## src/sv/sli_pkg.sv

```systemverilog
package sli_pkg;

    localparam int CAPACITY = 16;
    localparam int VALUE_W  = 32;
    localparam int STATUS_W = 2;
    localparam int COUNT_W  = 5;

    localparam logic OP_INSERT = 1'b0;
    localparam logic OP_DELETE = 1'b1;

    localparam logic [STATUS_W-1:0] ST_DONE      = 2'd0;
    localparam logic [STATUS_W-1:0] ST_FULL      = 2'd1;
    localparam logic [STATUS_W-1:0] ST_NOT_FOUND = 2'd2;

    // Control broadcast from the sequencer to every cell
    typedef struct packed {
        logic cmp;   // register compare flags against the key
        logic ins;   // open a slot and write the key
        logic del;   // close the slot at the first match
    } t_cell_ctl;

endpackage

```

## src/sv/sli_in_if.sv

```systemverilog
interface sli_in_if;
    logic                                valid;
    logic                                ready;
    logic                                opcode;
    logic signed [sli_pkg::VALUE_W-1:0]  value;

    modport source (output valid, output opcode, output value, input ready);
    modport sink   (input valid, input opcode, input value, output ready);
endinterface

```

## src/sv/sli_out_if.sv

```systemverilog
interface sli_out_if;
    logic                                valid;
    logic                                ready;
    logic        [sli_pkg::STATUS_W-1:0] status;
    logic        [sli_pkg::COUNT_W-1:0]  entry_count;
    logic                                smallest_valid;
    logic signed [sli_pkg::VALUE_W-1:0]  smallest_value;

    modport source (output valid, output status, output entry_count,
                    output smallest_valid, output smallest_value, input ready);
    modport sink   (input valid, input status, input entry_count,
                    input smallest_valid, input smallest_value, output ready);
endinterface

```

## src/sv/sli_cell.sv

```systemverilog
module sli_cell (
    input  logic                               i_clk,
    input  logic                               i_rst_n,
    input  sli_pkg::t_cell_ctl                 i_ctl,
    input  logic signed [sli_pkg::VALUE_W-1:0] i_key,
    input  logic signed [sli_pkg::VALUE_W-1:0] i_left_val,
    input  logic                               i_left_valid,
    input  logic                               i_left_lt_or_head,
    input  logic signed [sli_pkg::VALUE_W-1:0] i_right_val,
    input  logic                               i_right_valid,
    output logic signed [sli_pkg::VALUE_W-1:0] o_val,
    output logic                               o_valid,
    output logic                               o_lt,
    output logic                               o_hit
);

    logic signed [sli_pkg::VALUE_W-1:0] r_val;
    logic                               r_valid;
    logic                               r_lt;
    logic                               r_eq;

    always_ff @(posedge i_clk) begin
        if (!i_rst_n) begin
            r_valid <= 1'b0;
        end else if (i_ctl.ins && !r_lt) begin
            r_valid <= r_valid | i_left_valid;
        end else if (i_ctl.del && !r_lt) begin
            r_valid <= i_right_valid;
        end
    end

    always_ff @(posedge i_clk) begin
        if (i_ctl.ins && !r_lt) begin
            // first slot at or above the key takes it, the rest shift right
            r_val <= i_left_lt_or_head ? i_key : i_left_val;
        end else if (i_ctl.del && !r_lt) begin
            r_val <= i_right_val;
        end
    end

    always_ff @(posedge i_clk) begin
        if (i_ctl.cmp) begin
            r_lt <= r_valid && (r_val < i_key);
            r_eq <= r_valid && (r_val == i_key);
        end
    end

    assign o_val   = r_val;
    assign o_valid = r_valid;
    assign o_lt    = r_lt;
    assign o_hit   = r_eq & i_left_lt_or_head;

endmodule

```

## src/sv/sorted_list_insert_delete.sv

```systemverilog
// Sorted store of up to CAPACITY signed 32-bit values held in a row of
// compare-and-shift cells, ascending from cell 0. An insert item goes ahead
// of any equal entries; into a full store it is dropped with status 1. A
// delete item removes the first entry exactly equal to its value, or reports
// status 2 when there is none. Every item yields one result item with the
// status, the entry count after the item (low 5 bits) and the smallest
// stored value (zero when empty). Each item passes through the states accept,
// compare, in which every cell compares itself against the key, shift, in
// which the cells shift toward or away from the chosen slot, and output, which
// loads the output register once it is free. A new item is accepted right after the
// result is loaded, while that result may still wait at the output.
module sorted_list_insert_delete #(
    parameter int CAPACITY = sli_pkg::CAPACITY
) (
    input  logic       i_clk,
    input  logic       i_rst_n,
    sli_in_if.sink     i_in,
    sli_out_if.source  o_out
);

    localparam int CNT_W = $clog2(CAPACITY + 1);

    typedef enum logic [3:0] {
        S_IDLE = 4'b0001,
        S_CMP  = 4'b0010,
        S_UPD  = 4'b0100,
        S_OUT  = 4'b1000
    } t_state;

    t_state                                r_state, n_state;
    logic                                  r_op;
    logic signed [sli_pkg::VALUE_W-1:0]    r_key;
    logic        [CNT_W-1:0]               r_count;
    logic        [sli_pkg::STATUS_W-1:0]   r_status;

    logic                                  r_out_valid;
    logic        [sli_pkg::STATUS_W-1:0]   r_out_status;
    logic        [sli_pkg::COUNT_W-1:0]    r_out_count;
    logic                                  r_out_sm_valid;
    logic signed [sli_pkg::VALUE_W-1:0]    r_out_sm_value;

    sli_pkg::t_cell_ctl                    w_ctl;
    logic signed [sli_pkg::VALUE_W-1:0]    w_val [CAPACITY];
    logic        [CAPACITY-1:0]            w_valid;
    logic        [CAPACITY-1:0]            w_lt;
    logic        [CAPACITY-1:0]            w_hit;
    logic                                  w_found;
    logic                                  w_full;
    logic                                  w_in_take;
    logic                                  w_out_free;
    logic        [CNT_W+sli_pkg::COUNT_W-1:0] w_count_ext;

    assign w_in_take  = i_in.valid && i_in.ready;
    assign w_out_free = !r_out_valid || o_out.ready;
    assign i_in.ready = (r_state == S_IDLE);

    // At most one cell can hold the first match; any hit means found
    assign w_found = |w_hit;
    assign w_full  = w_valid[CAPACITY-1];

    always_comb begin
        w_ctl.cmp = (r_state == S_CMP);
        w_ctl.ins = (r_state == S_UPD) && (r_op == sli_pkg::OP_INSERT) && !w_full;
        w_ctl.del = (r_state == S_UPD) && (r_op == sli_pkg::OP_DELETE) && w_found;
    end

    // Cell row: each cell sees its left and right neighbor only
    for (genvar i = 0; i < CAPACITY; i++) begin : g_cell
        logic signed [sli_pkg::VALUE_W-1:0] w_lval, w_rval;
        logic                               w_lvalid, w_llt, w_rvalid;

        if (i == 0) begin : g_head
            assign w_lval   = r_key;
            assign w_lvalid = 1'b1;
            assign w_llt    = 1'b1;
        end else begin : g_body
            assign w_lval   = w_val[i-1];
            assign w_lvalid = w_valid[i-1];
            assign w_llt    = w_lt[i-1];
        end

        if (i == CAPACITY - 1) begin : g_tail
            assign w_rval   = r_key;
            assign w_rvalid = 1'b0;
        end else begin : g_inner
            assign w_rval   = w_val[i+1];
            assign w_rvalid = w_valid[i+1];
        end

        sli_cell u_cell (
            .i_clk             (i_clk),
            .i_rst_n           (i_rst_n),
            .i_ctl             (w_ctl),
            .i_key             (r_key),
            .i_left_val        (w_lval),
            .i_left_valid      (w_lvalid),
            .i_left_lt_or_head (w_llt),
            .i_right_val       (w_rval),
            .i_right_valid     (w_rvalid),
            .o_val             (w_val[i]),
            .o_valid           (w_valid[i]),
            .o_lt              (w_lt[i]),
            .o_hit             (w_hit[i])
        );
    end

    // Sequencer: accept, compare, shift, load result
    always_comb begin
        n_state = r_state;
        case (r_state)
            S_IDLE:  if (w_in_take) n_state = S_CMP;
            S_CMP:   n_state = S_UPD;
            S_UPD:   n_state = S_OUT;
            S_OUT:   if (w_out_free) n_state = S_IDLE;
            default: n_state = S_IDLE;
        endcase
    end

    always_ff @(posedge i_clk) begin
        if (!i_rst_n) begin
            r_state <= S_IDLE;
            r_count <= '0;
        end else begin
            r_state <= n_state;
            if (w_ctl.ins) begin
                r_count <= r_count + CNT_W'(1);
            end else if (w_ctl.del) begin
                r_count <= r_count - CNT_W'(1);
            end
        end
    end

    // Latch the item and the status it earns
    always_ff @(posedge i_clk) begin
        if (w_in_take) begin
            r_op  <= i_in.opcode;
            r_key <= i_in.value;
        end
        if (r_state == S_UPD) begin
            if (r_op == sli_pkg::OP_INSERT) begin
                r_status <= w_full ? sli_pkg::ST_FULL : sli_pkg::ST_DONE;
            end else begin
                r_status <= w_found ? sli_pkg::ST_DONE : sli_pkg::ST_NOT_FOUND;
            end
        end
    end

    // Output register: holds a result until the sink takes it
    assign w_count_ext = {{sli_pkg::COUNT_W{1'b0}}, r_count};

    always_ff @(posedge i_clk) begin
        if (!i_rst_n) begin
            r_out_valid <= 1'b0;
        end else if ((r_state == S_OUT) && w_out_free) begin
            r_out_valid <= 1'b1;
        end else if (o_out.ready) begin
            r_out_valid <= 1'b0;
        end
    end

    always_ff @(posedge i_clk) begin
        if ((r_state == S_OUT) && w_out_free) begin
            r_out_status   <= r_status;
            r_out_count    <= w_count_ext[sli_pkg::COUNT_W-1:0];
            r_out_sm_valid <= w_valid[0];
            r_out_sm_value <= w_valid[0] ? w_val[0] : '0;
        end
    end

    assign o_out.valid          = r_out_valid;
    assign o_out.status         = r_out_status;
    assign o_out.entry_count    = r_out_count;
    assign o_out.smallest_valid = r_out_sm_valid;
    assign o_out.smallest_value = r_out_sm_value;

    a_hit_onehot: assert property (@(posedge i_clk) disable iff (!i_rst_n)
        (r_state == S_UPD) |-> $onehot0(w_hit))
        else $error("more than one cell claims the first match");

    a_count_matches: assert property (@(posedge i_clk) disable iff (!i_rst_n)
        (r_state == S_IDLE) |-> (32'(r_count) == $countones(w_valid)))
        else $error("entry count disagrees with valid cells");

    a_valid_packed: assert property (@(posedge i_clk) disable iff (!i_rst_n)
        ((w_valid >> 1) & ~w_valid) == '0)
        else $error("valid cells not packed from the head");

    a_count_bound: assert property (@(posedge i_clk) disable iff (!i_rst_n)
        32'(r_count) <= CAPACITY)
        else $error("entry count beyond capacity");

    a_full_holds: assert property (@(posedge i_clk) disable iff (!i_rst_n)
        ((r_state == S_UPD) && (r_op == sli_pkg::OP_INSERT) && w_full)
        |=> $stable(r_count))
        else $error("dropped insert changed the count");

endmodule

```

## src/flat_wrapper.sv

```systemverilog
// flat-port wrapper written by rule: the top's interface ports become plain ports
module sorted_list_insert_delete_flat 
#(
    parameter int CAPACITY = sli_pkg::CAPACITY
)
  (i_clk, i_rst_n, i_in_valid, i_in_opcode, i_in_value, i_in_ready, o_out_valid, o_out_status, o_out_entry_count, o_out_smallest_valid, o_out_smallest_value, o_out_ready);
  sli_in_if i_in_i ();
  sli_out_if o_out_i ();
  input  logic i_clk;
  input  logic i_rst_n;
  input wire logic [$bits(i_in_i.valid)-1:0] i_in_valid;
  input wire logic [$bits(i_in_i.opcode)-1:0] i_in_opcode;
  input wire logic [$bits(i_in_i.value)-1:0] i_in_value;
  output wire logic [$bits(i_in_i.ready)-1:0] i_in_ready;
  output wire logic [$bits(o_out_i.valid)-1:0] o_out_valid;
  output wire logic [$bits(o_out_i.status)-1:0] o_out_status;
  output wire logic [$bits(o_out_i.entry_count)-1:0] o_out_entry_count;
  output wire logic [$bits(o_out_i.smallest_valid)-1:0] o_out_smallest_valid;
  output wire logic [$bits(o_out_i.smallest_value)-1:0] o_out_smallest_value;
  input wire logic [$bits(o_out_i.ready)-1:0] o_out_ready;
  assign i_in_i.valid = i_in_valid;
  assign i_in_i.opcode = i_in_opcode;
  assign i_in_i.value = i_in_value;
  assign i_in_ready = i_in_i.ready;
  assign o_out_valid = o_out_i.valid;
  assign o_out_status = o_out_i.status;
  assign o_out_entry_count = o_out_i.entry_count;
  assign o_out_smallest_valid = o_out_i.smallest_valid;
  assign o_out_smallest_value = o_out_i.smallest_value;
  assign o_out_i.ready = o_out_ready;
  sorted_list_insert_delete #(.CAPACITY(CAPACITY)) u_core (.i_clk(i_clk), .i_rst_n(i_rst_n), .i_in(i_in_i), .o_out(o_out_i));
endmodule
```

## config.mk

```make
export PLATFORM = sky130hd
export DESIGN_NAME = sorted_list_insert_delete_flat
export DESIGN_NICKNAME = d
export VERILOG_FILES = /design/src/sv/sli_pkg.sv /design/src/sv/sli_in_if.sv /design/src/sv/sli_out_if.sv /design/src/sv/sli_cell.sv /design/src/sv/sorted_list_insert_delete.sv /design/src/flat_wrapper.sv
export SDC_FILE = /design/constraint.sdc
export NUM_CORES = 2
export LEC_CHECK = 0
export BUFFER_PORTS_ARGS = -buffer_cell sky130_fd_sc_hd__buf_2
export CAP_MARGIN = 20
export CORE_MARGIN = 2
export CORE_UTILIZATION = 60
export DETAILED_ROUTE_END_ITERATION = 10
export GPL_ROUTABILITY_DRIVEN = 0
export GPL_TIMING_DRIVEN = 0
export HOLD_SLACK_MARGIN = 0.06
export PLACE_DENSITY = 0.87
export RECOVER_POWER = 50
export SYNTH_ARGS = -nofsm -noshare
export SYNTH_HDL_FRONTEND = slang
export SYNTH_SLANG_ARGS = --single-unit
```

## constraint.sdc

```tcl
create_clock -name i_clk -period 5.4 [get_ports i_clk]
set_clock_uncertainty 0.2 [all_clocks]
set_input_delay 1.08 -clock i_clk [delete_from_list [all_inputs] [get_ports i_clk]]
set_output_delay 1.08 -clock i_clk [all_outputs]
set_load 0.05 [all_outputs]
```

==> Word level (Yosys, flattened, before mapping) <==
Cells that the tools add are included.
{ "word_totals": {"register_bits": 645, "inputBits": 37, "out_inout_bits": 42, "wordCells": 343} }
{ "classes": {"n_addsub": 2, "n_lt_le_gt_ge": 16, "eq_ne": 22, "mux": 89, "bitwise": 31, "reduce_logical": 109} }
{ "op_table": {"columns": ["op", "count"], "rows": [
  ["32-bit two-way mux", 47],
  ["32-bit equality test", 16],
  ["32-bit < comparator", 16],
  ["1-bit logical AND", 70],
  ["2-bit nonzero test", 18],
  ["1-bit two-way mux", 35],
  ["1-bit zero test", 18],
  ["4-bit one-hot mux with 4 select lines", 1],
  ["16-bit OR reduction", 1],
  ["1-bit AND", 15],
  ["1-bit OR", 15],
  ["5-bit two-way mux", 2],
  ["4-bit two-way mux", 2],
  ["5-bit by 1-bit adder with 5-bit output, second input constant", 1],
  ["5-bit by 1-bit subtractor with 5-bit output, second input constant", 1],
  ["4-bit by 1-bit equality test with 1-bit output, second input constant", 1],
  ["4-bit by 2-bit equality test with 1-bit output, second input constant", 1],
  ["4-bit by 3-bit equality test with 1-bit output, second input constant", 1],
  ["4-bit equality test, second input constant", 1],
  ["2-bit two-way mux", 2],
  ["2-bit by 1-bit inequality test with 1-bit output, second input constant", 1],
  ["2-bit inequality test, second input constant", 1],
  ["2-bit AND reduction", 1],
  ["1-bit logical OR", 1],
  ["1-bit NOT", 1]
]} }

==> Logic depth before layout (Yosys ltp) <==
{ "logic_depth": {"ltp_word": 6, "mapped_depth": 11, "depth_no_buf": 9} }

==> Cells and area by module <==
Synthesis repeated with hierarchy kept, for this count alone.
{ "unflattened": {"hier_cells": 4473, "area_unflattened_um2": 44042.2} }
{ "by_module_without_submodules": {"columns": ["module", "n_inst", "cells_per_inst", "area_each_um2", "seq_area_each_um2"], "rows": [
  ["sli_cell", 16, 268, 2558.7, 1041.0],
  ["sorted_list_insert_delete", 1, 185, 3103.0, 2452.4]
]} }

==> Least setup slack after synthesis <==
No wires, ideal clock.
{ "synth_path": {"path_type": "register to register", "start": "register u_core.r_state[1]", "end": "register u_core.r_state[0]", "setup_ns": 0.116, "arrival_ns": 4.298, "required_time_ns": 5.084, "path_slack_ns": 0.787, "stages_incl_launch_ff": 4, "path_buffers": 0, "synth_period_minus_slack_ns": 4.613, "cell_sequence": "dfxtp_1 -> nor4b_1 -> nor2_1 -> a21o_1"} }
{ "synth_via": {"elab_chain_len": 4, "word_cells_on_any_way": 9, "cone_classes": "eq/ne (6); mux (1); reduce/logical (2)"} }
{ "synth_lines": {"columns": ["element", "line", "source"], "rows": [
  ["start, declared", "sorted_list_insert_delete.sv:30", "t_state r_state, n_state;"],
  ["start signal, assigned", "sorted_list_insert_delete.sv:124", "r_state <= n_state;"],
  ["4-bit by 1-bit equality test with 1-bit output", "sorted_list_insert_delete.sv:55, sorted_list_insert_delete.sv:110", null],
  ["1-bit logical AND", "sorted_list_insert_delete.sv:53", "assign w_in_take = i_in.valid && i_in.ready;"],
  ["2-bit inequality test (no source line)", null, null],
  ["2-bit AND reduction (no source line)", null, null]
]} }
Several ways; a longest one is shown, not always the timed one.
A chain may end at the register's enable or synchronous reset.

==> Final worst setup path <==
{ "layout_path": {"start": "register u_core.r_state[3]", "end": "register u_core.g_cell[4].u_cell.r_val, in the netlist u_core.g_cell[4].u_cell.o_val[23] (data pin)"} }
{ "layout_via": {"elab_chain_len": 5} }
{ "layout_lines": {"columns": ["element", "line", "source"], "rows": [
  ["4-bit by 3-bit equality test with 1-bit output", "sorted_list_insert_delete.sv:63", "w_ctl.ins = (r_state == S_UPD) && (r_op == sli_pkg::OP_INSERT) && !w_full;"],
  ["1-bit logical AND (2 in series)", "sorted_list_insert_delete.sv:63", null],
  ["1-bit logical AND", "sli_cell.sv:33", "if (i_ctl.ins && !r_lt) begin"],
  ["32-bit two-way mux", "sli_cell.sv:33", null],
  ["end signal, assigned", "sli_cell.sv:35", "r_val <= i_left_lt_or_head ? i_key : i_left_val;"],
  ["end signal, assigned", "sli_cell.sv:37", "r_val <= i_right_val;"],
  ["end, declared", "sli_cell.sv:17", "logic signed [sli_pkg::VALUE_W-1:0] r_val;"]
]} }
Every way passes these cells.

==> impl_metrics.ini <==
[run_status]
status = finished, violations left
violations = max-capacitance violations, max-slew violations

[die]
ios = 79
dieArea_um2 = 71500
row_count = 96
core_um2 = 68600
die_x_um = 267
die_h_um = 267
initial_core_util = 0.607

[worst_setup_path]
cpMaxStageDelayCell = nor3_1
crit_path_start_kind = flop
worstPathRequired_ns = 5.66
critPathKind = reg -> reg
timing.critical_path.arrival_ns = 4.79
path_max_fanout = 10
r2r_setup_slack_ns = 0.87
critPathMaxStageDelay_ns = 1.06
end_kind = flop
path_cells = or4b_1 -> nor3_1 -> inv_2 -> clkbuf_1 -> nor2_1 -> clkbuf_1 -> nor2_1 -> a21oi_1

[place]
dp_hpwl_mm = 89.6
place_area_um2 = 43400
port_buffers = 78

[grt]
grt_max_degree = 34
grtUsageMet3 = 0.0569
use_met2 = 0.532
grt_pass1_wl_mm = 184
grt_use_total = 0.329
antenna_found_initial = 2
busiest_layer = met2
gr-usage-met1 = 0.424
grt_pass1_vias = 34700
overflow = 0

[synth]
synth.top_cell.area_share = 0.447
yosysWarnings = 0
syn-cell-area_um2 = 41600
synth.top_cells.by_area = edfxtp_1, ha_1, mux2i_1, a21oi_1, nor2_1
yosysSeqAreaShare = 0.459
synthArstFlopShare = 0
yosysUniqueCellTypes = 61
synthFlopType = edfxtp_1
syn_nets = 4413
ys_seq_elements = 645
syn_inst = 3860
avgSynthCellArea_um2 = 10.8
synth_edf_count = 619
yosysTopAreaCell = edfxtp_1

[sta]
setup_violations = 0
max_freq_mhz = 221
fin_crit_sh = 0.838
rsz0062_at_grt = no
maxSlewViolCount = 34
hold_viol_final = 0
whs_ns = 0.231
post-route-min-period_ns = 4.53
worst_slew_pin_slew_ns = 2.42
relSlewSlack = -0.613

[clocking]
clk_latency_ns = 0.63
cts_setup_buffers = 0
root_buffer = clkbuf_16
numCtsBuffers = 70
clock_path_buffers = 3
cts_resized = 0
cts_sinks = 645
htreeDepth = 3
cts_hold_buf = 0
cts_tree = done
clkTransAtPathRegs_ns = 0.06

[finish]
drive_gt1_frac = 0.0616
utilization = 0.662
fin_area_um2 = 45400
synthToLayoutAreaGrowth_pct = 9.07
final_common_cell = a21oi_1
layout_common_cells = a21oi_1, edfxtp_1, ha_1
antenna_cells = 0
layout.nets = 4574

[run]
cap_violations = 1

[routing]
ant_nets = 0
first_pass_iters = 7
drcViolationCount = 0
dr.first_iter.drc_count = 3959
wl_per_cell_um = 23.7
vias = 33700
drt_wl_total_mm = 118
vias_per_cell = 6.72

[pwr]
powerDensity_nw_per_um2 = 266
peakVddDrop_mv = 0.186
p_leak_nw = 18.8
power.total_w = 0.0121

[min_path]
holdCritPathClass = reg -> reg
final timing paths:
check,start,end,depth (start not counted)
setup / recovery,u_core.r_state[3]$_SDFFE_PN0P_,u_core.g_cell[4].u_cell.o_val[23]$_DFFE_PP_,8
hold / removal,u_core.g_cell[0].u_cell.o_valid$_SDFFE_PN0P_,u_core.o_out.smallest_valid$_DFFE_PP_,0
setup reg to reg,u_core.r_state[3]$_SDFFE_PN0P_,u_core.g_cell[4].u_cell.o_val[23]$_DFFE_PP_,8
hold reg to reg,u_core.g_cell[0].u_cell.o_valid$_SDFFE_PN0P_,u_core.o_out.smallest_valid$_DFFE_PP_,0
synth_stat cells, drive strengths merged (32+ instances only):
library cell and count:
mux2 32, a21o 56, ha 515, o21ai 72
nand3 62, nand4 54, inv 68, nor3 39
and2 36, mux2i 466, edfxtp 619, a21oi 640
nor2 518, nand2 203, buf 90, clkbuf 107
layer usage:
layer,share of wire,up-vias
met5,0.00023,-
met4,0.049,4
met3,0.10,466
met2,0.47,2024
met1,0.38,16200
li1,-,14900
area by class of cell:
class | instances | area, um2
fillers | 5011 | 23200
multi-input cells | 2949 | 21400
flip-flops and latches | 645 | 19100
clock buffers | 95 | 1990
well taps | 931 | 1160
plain buffers | 197 | 822
repair buffers | 89 | 395
clock inverters | 31 | 297
inverters | 69 | 260
stage by stage:
| stage | std cells | TNS, ns | setup slack, ns |
|---|---|---|---|
| after floorplan | 3860 | 0 | 0.787 |
| after global placement | 4869 | -174.87 | -3.09 |
| after detailed placement | 4880 | 0 | 1.58 |
| after CTS | 5006 | 0 | 1.55 |
| after global routing | 5006 | 0 | 0.763 |
| final | 5006 | 0 | 0.873 |
registers in the layout (all words and copies together), names as in the netlist, 4 cells and up:
register / count
u_core.g_cell.u_cell.o_lt: 16
u_core.g_cell.u_cell.o_val: 512
u_core.g_cell.u_cell.o_valid: 16
u_core.g_cell.u_cell.r_eq: 16
u_core.g_cell.w_lval: 32
u_core.o_out.entry_count: 5
u_core.o_out.smallest_value: 32
u_core.r_count: 5
u_core.r_state: 4
power by group:
| part | total (W) | switching, W | internal (W) |
|---|---|---|---|
| registers | 0.00559 | 0.000102 | 0.00549 |
| clock network | 0.00499 | 0.00212 | 0.00286 |
| logic | 0.00149 | 0.000961 | 0.000530 |
| total | 0.0121 | 0.00319 | 0.00889 |
worst max-delay path: cells and delay by family, from the launching register on:
| kind | cells | cell delay (ns) |
|---|---|---|
| flip-flops | 1 | 0.35 |
| buffers and inverters | 3 | 1.01 |
| AND/OR/NAND/NOR | 4 | 2.62 |
| AO/OA/AOI/OAI | 1 | 0.17 |
cell families after synthesis:
logic type | synth area share
AND/OR/NAND/NOR | 0.119
buffers and inverters | 0.0273
multiplexers | 0.121
flip-flops | 0.459
adder cells (fa/ha/maj) | 0.155
AO/OA/AOI/OAI | 0.118
XOR/XNOR | 0.000842
Power figures use the tool's default switching activity.
